<file path="src/rtl/trwrd_pkg.sv">
// Shared types, constants and helper functions for the throttle ramp block.
// No dependencies; used by throttle_ramp_with_reverse_dwell.
`timescale 1ns / 1ps
`default_nettype none

package trwrd_pkg;

  // Full-scale command magnitude. It is kept a multiple of 100, so one percent
  // of full scale is an exact whole number of command units.
  localparam int FULL_SCALE    = 1000;
  localparam int LIMIT_PER_PCT = FULL_SCALE / 100;
  localparam int PCT_MAX       = 100;

  localparam int CMD_W   = 11;
  localparam int PCT_W   = 7;
  localparam int RATE_W  = 11;
  localparam int DWELL_W = 16;
  localparam int MODE_W  = 2;

  localparam int CFG_ADDR_W = 3;
  localparam int CFG_DATA_W = 16;

  localparam int IN_TDATA_W  = 24;
  localparam int OUT_TDATA_W = 16;

  // Configuration register indexes.
  localparam logic [CFG_ADDR_W-1:0] REG_FWD_LIMIT = 3'd0;
  localparam logic [CFG_ADDR_W-1:0] REG_REV_LIMIT = 3'd1;
  localparam logic [CFG_ADDR_W-1:0] REG_ACCEL     = 3'd2;
  localparam logic [CFG_ADDR_W-1:0] REG_DECEL     = 3'd3;
  localparam logic [CFG_ADDR_W-1:0] REG_DWELL     = 3'd4;

  // Target mode codes. The unused code behaves as stick tracking.
  localparam logic [MODE_W-1:0] MODE_TRACK   = 2'd0;
  localparam logic [MODE_W-1:0] MODE_NEUTRAL = 2'd1;
  localparam logic [MODE_W-1:0] MODE_SPOT    = 2'd2;

  // Register reset values.
  localparam logic [PCT_W-1:0]   FWD_LIMIT_RST = 7'd100;
  localparam logic [PCT_W-1:0]   REV_LIMIT_RST = 7'd100;
  localparam logic [RATE_W-1:0]  ACCEL_RST     = 11'd10;
  localparam logic [RATE_W-1:0]  DECEL_RST     = 11'd20;
  localparam logic [DWELL_W-1:0] DWELL_RST     = 16'd50;

  typedef logic signed [CMD_W-1:0] cmd_t;

  // Command magnitude that corresponds to a percent setting, saturated at 100%.
  function automatic logic [CMD_W+5:0] pct_to_limit(input logic [PCT_W-1:0] pct);
    logic [PCT_W-1:0] p;
    p = (pct > PCT_W'(PCT_MAX)) ? PCT_W'(PCT_MAX) : pct;
    return (CMD_W+6)'(p) * (CMD_W+6)'(LIMIT_PER_PCT);
  endfunction

  // One bounded step from v toward t, never past t.
  function automatic cmd_t step_toward(input cmd_t v, input cmd_t t,
                                       input logic [RATE_W-1:0] rate);
    logic signed [CMD_W+2:0] diff;
    logic signed [CMD_W+2:0] r;
    cmd_t res;
    diff = (CMD_W+3)'(t) - (CMD_W+3)'(v);
    r    = $signed({2'b00, rate});
    if (diff > r) begin
      res = CMD_W'((CMD_W+3)'(v) + r);
    end else if (diff < -r) begin
      res = CMD_W'((CMD_W+3)'(v) - r);
    end else begin
      res = t;
    end
    return res;
  endfunction

endpackage

`default_nettype wire

</file>
<file path="src/rtl/throttle_ramp_with_reverse_dwell.sv">
// Throttle slew-rate limiter with a neutral dwell on direction reversal.
// Depends on trwrd_pkg for constants, register indexes and step helpers.
`timescale 1ns / 1ps
`default_nettype none

// Channel   | Direction | Handshake                   | Payload
// ----------+-----------+-----------------------------+----------------------------------
// in_       | input     | in_tvalid / in_tready       | tdata: stick, hold; tuser: mode
// out_      | output    | out_tvalid / out_tready     | tdata: ramped cmd; tuser: dwell
// cfg_      | input     | cfg_we (no wait)            | cfg_addr, cfg_wdata
//
// One item per clock is sustained while the output does not stall. An item
// waits in the input register, where the cap, mode select and ramp step are
// computed against the kept command, and then sits in the result register
// until it is taken. out_tvalid rises when the item is loaded into the result
// register, so the result cannot be taken before it has passed through both
// registers. A stall on the output backs up through the result register into
// the input register; in_tready drops only when both hold an item. Reset
// (rst_n low, synchronous) empties both stages, sets the kept command to
// neutral, clears the dwell counter and loads the register defaults.
module throttle_ramp_with_reverse_dwell (
  input  wire                                clk,
  input  wire                                rst_n,
  // Input channel.
  input  wire                                in_tvalid,
  output logic                               in_tready,
  input  wire  [trwrd_pkg::IN_TDATA_W-1:0]   in_tdata,   // [10:0] stick_command, [21:11] hold_command
  input  wire  [trwrd_pkg::MODE_W-1:0]       in_tuser,   // [1:0] target_mode
  // Result channel.
  output logic                               out_tvalid,
  input  wire                                out_tready,
  output logic [trwrd_pkg::OUT_TDATA_W-1:0]  out_tdata,  // [10:0] ramped_command
  output logic                               out_tuser,  // [0] dwell_active
  // Configuration write port.
  input  wire                                cfg_we,
  input  wire  [trwrd_pkg::CFG_ADDR_W-1:0]   cfg_addr,
  input  wire  [trwrd_pkg::CFG_DATA_W-1:0]   cfg_wdata
);

  localparam int CW = trwrd_pkg::CMD_W;

  // Configuration registers.
  logic [trwrd_pkg::PCT_W-1:0]   fwd_pct_r;
  logic [trwrd_pkg::PCT_W-1:0]   rev_pct_r;
  logic [trwrd_pkg::RATE_W-1:0]  accel_r;
  logic [trwrd_pkg::RATE_W-1:0]  decel_r;
  logic [trwrd_pkg::DWELL_W-1:0] dwell_frames_r;

  always_ff @(posedge clk) begin
    if (!rst_n) begin
      fwd_pct_r      <= trwrd_pkg::FWD_LIMIT_RST;
      rev_pct_r      <= trwrd_pkg::REV_LIMIT_RST;
      accel_r        <= trwrd_pkg::ACCEL_RST;
      decel_r        <= trwrd_pkg::DECEL_RST;
      dwell_frames_r <= trwrd_pkg::DWELL_RST;
    end else if (cfg_we) begin
      unique case (cfg_addr)
        trwrd_pkg::REG_FWD_LIMIT: fwd_pct_r      <= cfg_wdata[trwrd_pkg::PCT_W-1:0];
        trwrd_pkg::REG_REV_LIMIT: rev_pct_r      <= cfg_wdata[trwrd_pkg::PCT_W-1:0];
        trwrd_pkg::REG_ACCEL:     accel_r        <= cfg_wdata[trwrd_pkg::RATE_W-1:0];
        trwrd_pkg::REG_DECEL:     decel_r        <= cfg_wdata[trwrd_pkg::RATE_W-1:0];
        trwrd_pkg::REG_DWELL:     dwell_frames_r <= cfg_wdata[trwrd_pkg::DWELL_W-1:0];
        default: ;
      endcase
    end
  end

  // Input register stage.
  logic                          a_valid_r;
  trwrd_pkg::cmd_t               a_stick_r;
  trwrd_pkg::cmd_t               a_hold_r;
  logic [trwrd_pkg::MODE_W-1:0]  a_mode_r;

  // Result register stage.
  logic                          b_valid_r;
  trwrd_pkg::cmd_t               b_cmd_r;
  logic                          b_dwell_r;

  // Kept state.
  trwrd_pkg::cmd_t               cur_r;
  trwrd_pkg::cmd_t               cur_nxt;
  logic [trwrd_pkg::DWELL_W-1:0] dwell_left_r;
  logic [trwrd_pkg::DWELL_W-1:0] dwell_left_nxt;
  logic                          active_nxt;

  logic b_free;
  logic a_move;

  assign b_free    = !b_valid_r || out_tready;
  assign a_move    = a_valid_r && b_free;
  assign in_tready = !a_valid_r || b_free;

  always_ff @(posedge clk) begin
    if (!rst_n) begin
      a_valid_r <= 1'b0;
    end else if (in_tready) begin
      a_valid_r <= in_tvalid;
    end
  end

  always_ff @(posedge clk) begin
    if (in_tready && in_tvalid) begin
      a_stick_r <= in_tdata[CW-1:0];
      a_hold_r  <= in_tdata[2*CW-1:CW];
      a_mode_r  <= in_tuser;
    end
  end

  // Cap the stick command, pick the target, then take one ramp step, or hold neutral during a dwell.
  logic [CW+5:0]          fwd_lim;
  logic [CW+5:0]          rev_lim;
  logic signed [CW+6:0]   stick_w;
  trwrd_pkg::cmd_t        stick_cap;
  trwrd_pkg::cmd_t        target;
  logic [CW-1:0]          mag_t;
  logic [CW-1:0]          mag_v;
  logic                   reversal;
  trwrd_pkg::cmd_t        to_zero;

  always_comb begin
    fwd_lim = trwrd_pkg::pct_to_limit(fwd_pct_r);
    rev_lim = trwrd_pkg::pct_to_limit(rev_pct_r);
    stick_w = (CW+7)'(a_stick_r);

    if (stick_w > $signed({1'b0, fwd_lim})) begin
      stick_cap = CW'(fwd_lim);
    end else if (stick_w < -$signed({1'b0, rev_lim})) begin
      stick_cap = CW'(-$signed({1'b0, rev_lim}));
    end else begin
      stick_cap = a_stick_r;
    end

    case (a_mode_r)
      trwrd_pkg::MODE_NEUTRAL: target = '0;
      trwrd_pkg::MODE_SPOT:    target = a_hold_r;
      default:                 target = stick_cap;
    endcase

    // Magnitudes of an 11-bit signed value fit in 11 unsigned bits.
    mag_t = target[CW-1] ? CW'(-target) : CW'(target);
    mag_v = cur_r[CW-1]  ? CW'(-cur_r)  : CW'(cur_r);

    // The target points the other way from the present spin.
    reversal = (target != '0) && (cur_r != '0) && (target[CW-1] != cur_r[CW-1]);
    to_zero  = trwrd_pkg::step_toward(cur_r, '0, decel_r);

    cur_nxt        = cur_r;
    dwell_left_nxt = dwell_left_r;
    active_nxt     = 1'b0;
    if (dwell_left_r != '0) begin
      // Dwell holds neutral regardless of the target.
      cur_nxt        = '0;
      dwell_left_nxt = dwell_left_r - 1'b1;
      active_nxt     = 1'b1;
    end else if (reversal) begin
      // Ramp down first; the frame that lands on neutral arms the dwell.
      cur_nxt = to_zero;
      if (to_zero == '0) begin
        dwell_left_nxt = dwell_frames_r;
      end
    end else begin
      cur_nxt = trwrd_pkg::step_toward(cur_r, target,
                                       (mag_t >= mag_v) ? accel_r : decel_r);
    end
  end

  always_ff @(posedge clk) begin
    if (!rst_n) begin
      cur_r        <= '0;
      dwell_left_r <= '0;
    end else if (a_move) begin
      cur_r        <= cur_nxt;
      dwell_left_r <= dwell_left_nxt;
    end
  end

  always_ff @(posedge clk) begin
    if (!rst_n) begin
      b_valid_r <= 1'b0;
    end else if (b_free) begin
      b_valid_r <= a_valid_r;
    end
  end

  always_ff @(posedge clk) begin
    if (a_move) begin
      b_cmd_r   <= cur_nxt;
      b_dwell_r <= active_nxt;
    end
  end

  assign out_tvalid = b_valid_r;
  assign out_tdata  = {{(trwrd_pkg::OUT_TDATA_W-CW){1'b0}}, b_cmd_r};
  assign out_tuser  = b_dwell_r;

  // While a dwell count remains, the kept command must sit at neutral.
  a_dwell_neutral: assert property (@(posedge clk) disable iff (!rst_n)
    (dwell_left_r != '0) |-> (cur_r == '0))
    else $error("dwell pending while command is away from neutral");

  // A result flagged as dwell always carries a neutral command.
  a_dwell_out: assert property (@(posedge clk) disable iff (!rst_n)
    (b_valid_r && b_dwell_r) |-> (b_cmd_r == '0))
    else $error("dwell result with nonzero command");

  // Reset leaves both pipeline stages empty.
  a_reset_empty: assert property (@(posedge clk)
    !rst_n |=> (!a_valid_r && !b_valid_r))
    else $error("pipeline not empty after reset");

  // A new dwell is only armed from a frame that lands on neutral.
  a_dwell_arm: assert property (@(posedge clk) disable iff (!rst_n)
    (a_move && dwell_left_r == '0 && dwell_left_nxt != '0) |-> (cur_nxt == '0))
    else $error("dwell armed away from neutral");

endmodule

`default_nettype wire

</file>
<file path="config.mk">
export PLATFORM = sky130hd
export DESIGN_NAME = throttle_ramp_with_reverse_dwell
export DESIGN_NICKNAME = d
export VERILOG_FILES = /design/src/rtl/trwrd_pkg.sv /design/src/rtl/throttle_ramp_with_reverse_dwell.sv
export SDC_FILE = /design/constraint.sdc
export NUM_CORES = 1
export LEC_CHECK = 0
export ABC_CLOCK_PERIOD_IN_PS = 16650
export BUFFER_PORTS_ARGS = -buffer_cell sky130_fd_sc_hd__buf_2
export CAP_MARGIN = 20
export CELL_PAD_IN_SITES_DETAIL_PLACEMENT = 2
export CELL_PAD_IN_SITES_GLOBAL_PLACEMENT = 2
export CORE_AREA = 4 4 172 174
export DETAILED_ROUTE_END_ITERATION = 16
export DIE_AREA = 0 0 176 178
export PLACE_DENSITY = 0.91
export SLEW_MARGIN = 10
export SYNTH_ARGS = -nofsm -noshare
export SYNTH_HDL_FRONTEND = slang
export SYNTH_SLANG_ARGS = --single-unit
export TNS_END_PERCENT = 50
</file>
<file path="constraint.sdc">
create_clock -name clk -period 16.65 [get_ports clk]
set_clock_uncertainty 0.15 [all_clocks]
set_input_delay 4.1625 -clock clk [delete_from_list [all_inputs] [get_ports clk]]
set_output_delay 4.1625 -clock clk [all_outputs]
set_load 0.05 [all_outputs]
</file>
==> metrics.md, run 1 <==
| Metric | Value |
|---|---|
| Status | completed |
| Critical path arrival | 15.39 ns |
| H-Tree Depth | 4 |
| RD Place Congestion | 0.903 |
| Syn-to-layout area delta | 10.2% |
| Maxcap violations | 0 |
| Die Span Y | 178 um |
| Post-synth top area share | 17.1% |
| Commonest cells after routing, fill and taps aside | 197 x nand2_1, 156 x ha_1, 103 x nor2_1, 93 x a21oi_1, 89 x inv_1 |
| First-pass GRT wire length | 82.7 mm |
| Port Buffer Count | 61 |
| Initial antenna violation count | 0 |
| Number of post-CTS setup repair buffers | 0 |
| Via count | 12.2k |
| # DRC | 0 |
| Die width | 176 um |
| N_diodes | 0 |
| Worst slew margin | 21.7% |
| Period utilization | 91.2% |
| Critical Path Start | rev_pct_r[6]$_SDFFE_PN1P_ |
| Pin count of the biggest net entering global routing | 92 |
| CTS tree | done |
| Worst-Skew Late Latency | 0.47 ns |
| Share of post-route cells with drive strength above 1 | 9.45% |
| Synth Area per Inst | 7.93 um^2 |
| Area leader, netlist | ha_1 |
| Critical Path End Type | flip-flop |
| Antenna viol nets, final | 0 |
| Number of synthesized flops with an enable pin | 36 |
| Final Hold Viols | 0 |
| DR WL/cell | 29.0 um |
| Worst Hold Class | flip-flop to flip-flop |
| CP Launch Type | flip-flop |
| Tmin final | 15.18 ns |
| CTS Buffer Depth | 2 |
| IO Pins | 69 |
| Worst-margin pin slew | 1.17 ns |
| Critical path buffers and inverters | 4 |
| 1st-iter DRT viols | 1045 |
| Worst r2r src | rev_pct_r[6]$_SDFFE_PN1P_ |
| Reg2reg path depth | 46 |
| Library cells used by synthesis | 91 |
| Core ar. | 0.0278 mm^2 |
| Hold_sp | dwell_left_r[1]$_SDFFE_PN0P_ |
| Top cells by area, synth | ha_1 17%, dfxtp_1 14%, edfxtp_1 9.5% |
| Setup Crit Path Kind | flip-flop to flip-flop |
| Vias in the first global route | 13.6k |
| Yosys reg bits | 117 |
| Die area | 0.0313 mm^2 |
| Top delay family on crit path | compound AO/OA/AOI/OAI gates |
| CP max FO | 24 |
| Seq/Total Area, Yosys | 23.7% |
| CP most frequent cell | ha_1 |
| Fill count | 3129 |
| CP max stage delay | 0.89 ns |
| CP required | 16.86 ns |
| Post-synthesis cell area | 0.0114 mm^2 |
| RSZ-0062 raised after global routing | false |
| Grt ovf | 0 |
| Via density | 6.56 |
| Worst path depth | 46 |
| Root buf cell | clkbuf_16 |
| Quantity of gates resized following cts | 0 |
| Hold_buf cts | 0 |
| Synth Flop Type | dfxtp_1 |
| Clock Sinks | 117 |
| Accumulated negative setup slack | 0 ns |
| FP Rows | 61 |
| Syn. warnings | 0 |
| Commonest non-fill, non-tap cell in the layout | nand2_1 |
| Overall routing resource usage | 34.2% |
| Cells after Synth | 1437 |
| Total Wirelength | 53.9 mm |
| Reg clk slew, reported paths | 0.06 ns |
| Max-slew violations | 0 |
| Slowest cell on crit path | a21oi_1 |
| Hold path depth | 2 |
| Post-DP HPWL | 35.3 mm |
| Initial Util | 41.0% |
| First-pass iteration count of the detailed router | 5 |
| Ys async rst share | 0% |
| Nets@finish | 1682 |
| Num CTS Buffers | 17 |
| Max Fclk | 65.9 MHz |
| Final setup vio count | 0 |
## final cells by class
type / count / area (um^2) / area share, %
multi-input cells: 1170 / 8080 / 64.3
flip-flops and latches: 117 / 2700 / 21.5
repair buffers: 73 / 398 / 3.17
inverters: 91 / 342 / 2.72
well taps: 378 / 473 / 3.76
clock inverters: 12 / 113 / 0.896
clock buffers: 19 / 453 / 3.61
## cells by family after synthesis
kind of cell    count (synthesis)  synth area share [%]
simple gates                  523                  22.3
compound gates                396                  23.6
fa+ha+maj                     162                  18.2
buf+inv                       154                  5.53
flops                         117                  23.7
xor+xnor                       73                  5.73
mux                            11                 0.999
other cells                     1                0.0329
## per-layer routing
metal / track usage, % / vias up / wire length (um)
li1: - / 5239 / -
met1: 38.9 / 6135 / 20900
met2: 60.5 / 600 / 26500
met3: 6.66 / 231 / 3300
met4: 18.7 / 0 / 3230
met5: 0 / - / 0
## state kept, by name, summed over array words and instances, names as in the netlist, 11 cells and up
signal / count
b_cmd_r: 11
dwell_frames_r: 16
a_stick_r: 11
a_hold_r: 11
accel_r: 11
cur_r: 11
dwell_left_r: 16
decel_r: 11
## worst reg2reg max path: cells and delay by family, from the launching register on
kind | cells | cell delay [ns]
flops | 1 | 0.64
mux | 2 | 0.49
simple gates | 16 | 5.19
fa+ha+maj | 7 | 2.11
buf+inv | 4 | 0.67
xor+xnor | 2 | 0.33
compound gates | 15 | 5.52
## final timing paths
kind / to / slack, ns
hold reg to reg: dwell_left_r[1]$_SDFFE_PN0P_ / 0.34
setup / recovery: cur_r[4]$_SDFFE_PN0P_ / 1.47
hold / removal: dwell_left_r[1]$_SDFFE_PN0P_ / 0.34
setup reg to reg: cur_r[4]$_SDFFE_PN0P_ / 1.47
## cells in the mapped netlist (7+ instances only)
library cell and number:
edfxtp_1 36, o211ai_1 11, mux2i_1 8, xor2_1 17, nand2_1 197, o21bai_1 15
dfxtp_1 81, or3_1 11, and3_1 16, nor3_1 30, or2_2 9, o22ai_1 8
a21oi_1 93, a31oi_1 17, inv_1 89, clkbuf_1 46, or4_1 7, nor2_1 103
a21o_1 18, o41ai_1 7, o21a_1 11, ha_1 156, o21ai_0 66, a21boi_0 42
nand3_1 41, nor2b_1 18, xnor2_1 55, nor3b_1 10, o31ai_1 21, nand4_1 16
nor4_1 9, nand2b_1 14, and2_1 19
## metrics by stage
stage               setup WS [ns]  hold WS (ns)  utilization [%]  cell area (um^2)  std cells
finish                       1.47         0.335             45.2             12600       1860
global route                0.692         0.364             45.2             12600       1860
CTS                          1.05         0.337             45.2             12500       1858
detailed placement           1.60         0.312             43.1             12000       1827
global placement             2.39         0.301             43.1             12000       1827
floorplan                    5.98         0.285                -             11400       1441
Power of run 1 is not shown: default switching activity piles up to over one toggle a cycle in this logic, so the estimate is an artifact.
==> run 2: changes to the inputs <==
--- a/config.mk
+++ b/config.mk
@@ -8,12 +8,10 @@
 export ABC_CLOCK_PERIOD_IN_PS = 16650
 export BUFFER_PORTS_ARGS = -buffer_cell sky130_fd_sc_hd__buf_2
 export CAP_MARGIN = 20
-export CELL_PAD_IN_SITES_DETAIL_PLACEMENT = 2
-export CELL_PAD_IN_SITES_GLOBAL_PLACEMENT = 2
-export CORE_AREA = 4 4 172 174
+export CORE_AREA = 4 4 146 148
 export DETAILED_ROUTE_END_ITERATION = 16
-export DIE_AREA = 0 0 176 178
-export PLACE_DENSITY = 0.91
+export DIE_AREA = 0 0 150 152
+export PLACE_DENSITY = 0.79
 export SLEW_MARGIN = 10
 export SYNTH_ARGS = -nofsm -noshare
 export SYNTH_HDL_FRONTEND = slang
==> metrics.md, run 2 (synthesis results as in run 1) <==
| Metric | Value |
|---|---|
| Hold_buf cts | 0 (unchanged) |
| GR peak layer | met2 (unchanged) |
| Footprint of the multi-input gates | 0.00808 mm^2 (unchanged) |
| CTS tree | done (unchanged) |
| Worst Hold Class | flip-flop to flip-flop (unchanged) |
| CP most frequent cell | ha_1 (unchanged) |
| Die Span Y | 152 um (was 178 um) |
| Initial Util | 56.9% (was 41.0%) |
| Worst r2r src | rev_pct_r[6]$_SDFFE_PN1P_ (unchanged) |
| Share of post-route cells with drive strength above 1 | 9.20% (was 9.45%) |
| Hold_sp | accel_r[7]$_SDFFE_PN0P_ (was dwell_left_r[1]$_SDFFE_PN0P_) |
| Reg clk slew, reported paths | 0.06 ns (about the same) |
| Max-slew violations | 0 (unchanged) |
| Grt ovf | 0 (unchanged) |
| Commonest non-fill, non-tap cell in the layout | nand2_1 (unchanged) |
| Fill count | 1802 (was 3129) |
| FP Rows | 52 (was 61) |
| Global Route met1 Usage | 38.4% (was 38.9%) |
| Clock Sinks | 117 (unchanged) |
| CTS Buffer Depth | 2 (unchanged) |
| Quantity of gates resized following cts | 0 (unchanged) |
| Die width | 150 um (was 176 um) |
| Die area | 0.0228 mm^2 (was 0.0313 mm^2) |
| Via count | 11.0k (was 12.2k) |
| Slowest cell on crit path | a31oi_1 (was a21oi_1) |
| Hold worst-path end | accel_r[7]$_SDFFE_PN0P_ (was dwell_left_r[1]$_SDFFE_PN0P_) |
| RD Place Congestion | 1.02 (was 0.903) |
| Final Hold Viols | 0 (unchanged) |
| Met3 Resource Use GR | 3.99% (was 6.66%) |
| GR Util met2 | 43.9% (was 60.5%) |
| DR WL/cell | 18.6 um (was 29.0 um) |
| Reg2reg end | b_cmd_r[7]$_DFFE_PP_ (was cur_r[4]$_SDFFE_PN0P_) |
| CP max FO | 24 (unchanged) |
| CP max stage delay | 0.86 ns (was 0.89 ns) |
| Total Wirelength | 32.5 mm (was 53.9 mm) |
| First-pass iteration count of the detailed router | 6 (was 5) |
| Fin area | 0.0124 mm^2 (was 0.0126 mm^2) |
| Pin count of the biggest net entering global routing | 78 (was 92) |
| Placed insts | 1714 (was 1827) |
| Max Fclk | 69.4 MHz (was 65.9 MHz) |
| Worst-Skew Late Latency | 0.43 ns (was 0.47 ns) |
| Final setup vio count | 0 (unchanged) |
| Vias in the first global route | 10.1k (was 13.6k) |
| Worst slew margin | 30.5% (was 21.7%) |
| R2r setup slk | 2.25 ns (was 1.47 ns) |
| Via density | 6.27 (was 6.56) |
| 1st-iter DRT viols | 1037 (was 1045) |
| Nets@finish | 1677 (was 1682) |
| IO Pins | 69 (unchanged) |
| Regs by FF count | dwell_frames_r: 16 flops, dwell_left_r: 16 flops (unchanged) |
| Placed Area | 0.0118 mm^2 (was 0.0120 mm^2) |
| Critical Path End Type | flip-flop (unchanged) |
| Antenna viol nets, final | 0 (unchanged) |
| Initial antenna violation count | 0 (unchanged) |
| Cell Count, Final, Fillers Out | 1748 (was 1860) |
| Tmin final | 14.40 ns (was 15.18 ns) |
| Worst-margin pin slew | 1.04 ns (was 1.17 ns) |
| Port Buffer Count | 61 (unchanged) |
| CP Launch Type | flip-flop (unchanged) |
| Overall routing resource usage | 28.0% (was 34.2%) |
| # DRC | 0 (unchanged) |
| FF/Latch Area | 0.00270 mm^2 (unchanged) |
| Accumulated negative setup slack | 0 ns (unchanged) |
| Hold path depth | 2 (unchanged) |
| Reg2reg path depth | 44 (was 46) |
| RSZ-0062 raised after global routing | false (unchanged) |
| CP required | 16.66 ns (was 16.86 ns) |
| Setup Crit Path Kind | flip-flop to flip-flop (unchanged) |
| Period utilization | 86.5% (was 91.2%) |
| Critical path arrival | 14.41 ns (was 15.39 ns) |
| First-pass GRT wire length | 51.8 mm (was 82.7 mm) |
| Commonest cells after routing, fill and taps aside | 197 x nand2_1, 156 x ha_1, 103 x nor2_1, 93 x a21oi_1, 89 x inv_1 (unchanged) |
| N_diodes | 0 (unchanged) |
| Maxcap violations | 0 (unchanged) |
| Status | completed (unchanged) |
| Num CTS Buffers | 17 (unchanged) |
| Root buf cell | clkbuf_16 (unchanged) |
| H-Tree Depth | 4 (unchanged) |
| Syn-to-layout area delta | 9.10% (was 10.2%) |
| Core ar. | 0.0200 mm^2 (was 0.0278 mm^2) |
| Number of post-CTS setup repair buffers | 0 (unchanged) |
| Post-DP HPWL | 24.3 mm (was 35.3 mm) |
==> run 2: worst max-delay path, delay by kind of cell, from the launching register on <==
family / cells / cell delay (ns)
buf+inv: 4 / 0.65
xor+xnor: 2 / 0.28
fa+ha+maj: 7 / 1.87
mux: 1 / 0.25
simple gates: 18 / 5.21
flops: 1 / 0.58
compound gates: 12 / 5.09
==> run 2: how the worst max path moves through the flow <==
| stage | startpoint | endpoint | slack (ns) | cells past startpoint |
|---|---|---|---|---|
| after floorplan | rev_pct_r[6]$_SDFFE_PN1P_ | cur_r[4]$_SDFFE_PN0P_ | 5.98 | 47 |
| after global placement | rev_pct_r[6]$_SDFFE_PN1P_ | b_cmd_r[7]$_DFFE_PP_ | 2.32 | 43 |
| after detailed placement | rev_pct_r[6]$_SDFFE_PN1P_ | b_cmd_r[7]$_DFFE_PP_ | 2.07 | 43 |
| after CTS | rev_pct_r[6]$_SDFFE_PN1P_ | b_cmd_r[7]$_DFFE_PP_ | 1.95 | 43 |
| after global routing | rev_pct_r[6]$_SDFFE_PN1P_ | b_cmd_r[7]$_DFFE_PP_ | 1.37 | 44 |
| final | rev_pct_r[6]$_SDFFE_PN1P_ | b_cmd_r[7]$_DFFE_PP_ | 2.25 | 44 |
==> run 2: through the flow <==
step	util (%)	setup WS, ns	hold WS (ns)
5_1_grt	62.1	1.37	0.343
2_1_floorplan	-	5.98	0.285
3_3_place_gp	58.9	2.32	0.300
4_1_cts	61.9	1.95	0.316
3_5_place_dp	58.9	2.07	0.308
6_report	62.1	2.25	0.315
==> run 2: layout make-up <==
cell class / instances / area share, %
clock inverter: 11 / 0.805
tap: 270 / 2.72
clock buffer: 21 / 4.04
sequential: 117 / 21.7
multi-input combinational: 1170 / 65.0
inverter: 91 / 2.75
timing repair buffer: 68 / 2.98
==> run 2: per-layer routing <==
layer | wire, um | part of all wire [%]
met1 | 14100 | 43
met2 | 14400 | 44
met3 | 2570 | 7.9
met4 | 1450 | 4.4
met5 | 0 | 0
Power of run 2 is left out for the same reason.
==> run 3: changes to the inputs <==
--- a/config.mk
+++ b/config.mk
@@ -5,7 +5,7 @@
 export SDC_FILE = /design/constraint.sdc
 export NUM_CORES = 1
 export LEC_CHECK = 0
-export ABC_CLOCK_PERIOD_IN_PS = 16650
+export ABC_CLOCK_PERIOD_IN_PS = 13300
 export BUFFER_PORTS_ARGS = -buffer_cell sky130_fd_sc_hd__buf_2
 export CAP_MARGIN = 20
 export CORE_AREA = 4 4 146 148
==> constraint.sdc (replaced) <==
create_clock -name clk -period 13.3 [get_ports clk]
set_clock_uncertainty 0.15 [all_clocks]
set_input_delay 3.325 -clock clk [delete_from_list [all_inputs] [get_ports clk]]
set_output_delay 3.325 -clock clk [all_outputs]
set_load 0.05 [all_outputs]
==> metrics.md, run 3 (synthesis results as in run 1) <==
| Metric | Value |
|---|---|
| Status | completed (unchanged) |
| Hold path depth | 2 (unchanged) |
| First-pass iteration count of the detailed router | 6 (unchanged) |
| Final setup vio count | 0 (unchanged) |
| Vias in the first global route | 10.3k (was 10.1k) |
| Commonest non-fill, non-tap cell in the layout | nand2_1 (unchanged) |
| DR WL/cell | 18.3 um (was 18.6 um) |
| H-Tree Depth | 4 (unchanged) |
| Die area | 0.0228 mm^2 (unchanged) |
| Total Wirelength | 32.2 mm (was 32.5 mm) |
| Core ar. | 0.0200 mm^2 (unchanged) |
| IO Pins | 69 (unchanged) |
| FP Rows | 52 (unchanged) |
| Share of post-route cells with drive strength above 1 | 10.3% (was 9.20%) |
| Critical Path Start | rev_pct_r[6]$_SDFFE_PN1P_ (unchanged) |
| Nets@finish | 1691 (was 1677) |
| Overall routing resource usage | 28.4% (was 28.0%) |
| Fill count | 1756 (was 1802) |
| Antenna viol nets, final | 0 (unchanged) |
| Initial antenna violation count | 0 (unchanged) |
| Number of post-CTS setup repair buffers | 0 (unchanged) |
| R2r setup slk | 0.99 ns (was 2.25 ns) |
| Reg clk slew, reported paths | 0.06 ns (about the same) |
| Die Span Y | 152 um (unchanged) |
| Tmin final | 12.31 ns (was 14.40 ns) |
| Accumulated negative setup slack | 0 ns (unchanged) |
| Critical path destination | cur_r[4]$_SDFFE_PN0P_ (was b_cmd_r[7]$_DFFE_PP_) |
| Commonest cells after routing, fill and taps aside | 197 x nand2_1, 156 x ha_1, 103 x nor2_1, 93 x a21oi_1, 89 x inv_1 (unchanged) |
| Syn-to-layout area delta | 9.80% (was 9.10%) |
| Worst-margin pin slew | 0.925 ns (was 1.04 ns) |
| Via density | 6.19 (was 6.27) |
| Reg2reg end | cur_r[4]$_SDFFE_PN0P_ (was b_cmd_r[7]$_DFFE_PP_) |
| Root buf cell | clkbuf_16 (unchanged) |
| Period utilization | 92.6% (was 86.5%) |
| CP max FO | 12 (was 24) |
| CP max stage delay | 0.65 ns (was 0.86 ns) |
| Critical Path End Type | flip-flop (unchanged) |
| Critical path arrival | 12.50 ns (was 14.41 ns) |
| First-pass GRT wire length | 52.6 mm (was 51.8 mm) |
| Slowest cell on crit path | a2111oi_0 (was a31oi_1) |
| Maxcap violations | 0 (unchanged) |
| Grt ovf | 0 (unchanged) |
| Final Hold Viols | 0 (unchanged) |
| Max-slew violations | 0 (unchanged) |
| 1st-iter DRT viols | 895 (was 1037) |
| Clock Sinks | 117 (unchanged) |
| Regs by FF count | dwell_frames_r: 16 flops, dwell_left_r: 16 flops (unchanged) |
| CP required | 13.48 ns (was 16.66 ns) |
| Die width | 150 um (unchanged) |
| Setup Crit Path Kind | flip-flop to flip-flop (unchanged) |
| RD Place Congestion | 0.999 (was 1.02) |
| Max Fclk | 81.2 MHz (was 69.4 MHz) |
| Port Buffer Count | 61 (unchanged) |
| Reg2reg path depth | 44 (unchanged) |
| Post-DP HPWL | 24.5 mm (was 24.3 mm) |
| Initial Util | 56.9% (unchanged) |
| CTS tree | done (unchanged) |
| # DRC | 0 (unchanged) |
| FF/Latch Area | 0.00270 mm^2 (unchanged) |
| N_diodes | 0 (unchanged) |
| Pin count of the biggest net entering global routing | 78 (unchanged) |
| Worst Hold Class | flip-flop to flip-flop (unchanged) |
| Worst r2r src | rev_pct_r[6]$_SDFFE_PN1P_ (unchanged) |
| CP Launch Type | flip-flop (unchanged) |
| Via count | 10.9k (was 11.0k) |
| CP most frequent cell | ha_1 (unchanged) |
| Num CTS Buffers | 17 (unchanged) |
| Footprint of the multi-input gates | 0.00810 mm^2 (was 0.00808 mm^2) |
| RSZ-0062 raised after global routing | false (unchanged) |
| CTS Buffer Depth | 2 (unchanged) |
| Worst-Skew Late Latency | 0.43 ns (about the same) |
| Worst slew margin | 38.1% (was 30.5%) |
run 3: per-stage QoR:
step / worst slack [ns] / util [%] / hold slack [ns] / instances / instance area (um^2)
floorplan: 2.63 / - / 0.285 / 1441 / 11400
global placement: 1.22 / 59.5 / 0.300 / 1729 / 11900
detailed placement: 1.12 / 59.5 / 0.309 / 1729 / 11900
CTS: 1.05 / 62.3 / 0.317 / 1761 / 12500
global route: 0.101 / 62.5 / 0.339 / 1762 / 12500
finish: 0.986 / 62.5 / 0.317 / 1762 / 12500
run 3: timing repair:
item | in CTS | in global routing
endpoints found under the hold margin | 0 | 0
endpoints found under the setup margin | 0 | 3
hold buffers | 0 | 0
resized for setup | 0 | 3
run 3: final cells by class:
class	instances	share of cell area, %
Timing Repair Buffer	82	3.76
Clock inverter	14	1.02
Sequential cell	117	21.6
Multi-Input combinational cell	1170	64.7
Tap cell	270	2.70
Inverter	91	2.73
Clock buffer	18	3.51
run 3: how the worst min path moves through the flow:
stage                                              start                        endpoint  slack (ns)
after floorplan           dwell_frames_r[4]$_SDFFE_PN1P_  dwell_frames_r[4]$_SDFFE_PN1P_        0.29
after global placement      dwell_left_r[1]$_SDFFE_PN0P_    dwell_left_r[1]$_SDFFE_PN0P_        0.30
final                       dwell_left_r[1]$_SDFFE_PN0P_    dwell_left_r[1]$_SDFFE_PN0P_        0.32
after detailed placement         accel_r[7]$_SDFFE_PN0P_         accel_r[7]$_SDFFE_PN0P_        0.31
after CTS                        accel_r[7]$_SDFFE_PN0P_         accel_r[7]$_SDFFE_PN0P_        0.32
after global routing           fwd_pct_r[1]$_SDFFE_PN0P_       fwd_pct_r[1]$_SDFFE_PN0P_        0.34
run 3: worst max-delay path: cells and delay by family, from the launching register on:
family	cells	cell delay [ns]
AOI/OAI and AO/OA	17	4.99
and+or+nand+nor	16	4.00
adders and majority gates	6	1.64
DFF	1	0.57
buffers and inverters	2	0.33
muxes	1	0.26
xor gates and xnor gates	2	0.24
run 3: routing by layer:
| metal | share of wire [%] | global-route usage (%) | wire length, um | vias to the layer above |
|---|---|---|---|---|
| li1 | - | - | - | 5279 |
| met1 | 44 | 39.1 | 14200 | 5059 |
| met2 | 44 | 43.2 | 14100 | 463 |
| met3 | 7.4 | 5.18 | 2390 | 110 |
| met4 | 4.7 | 12.9 | 1530 | 0 |
| met5 | 0 | 0 | 0 | - |
Power of run 3 is left out for the same reason.
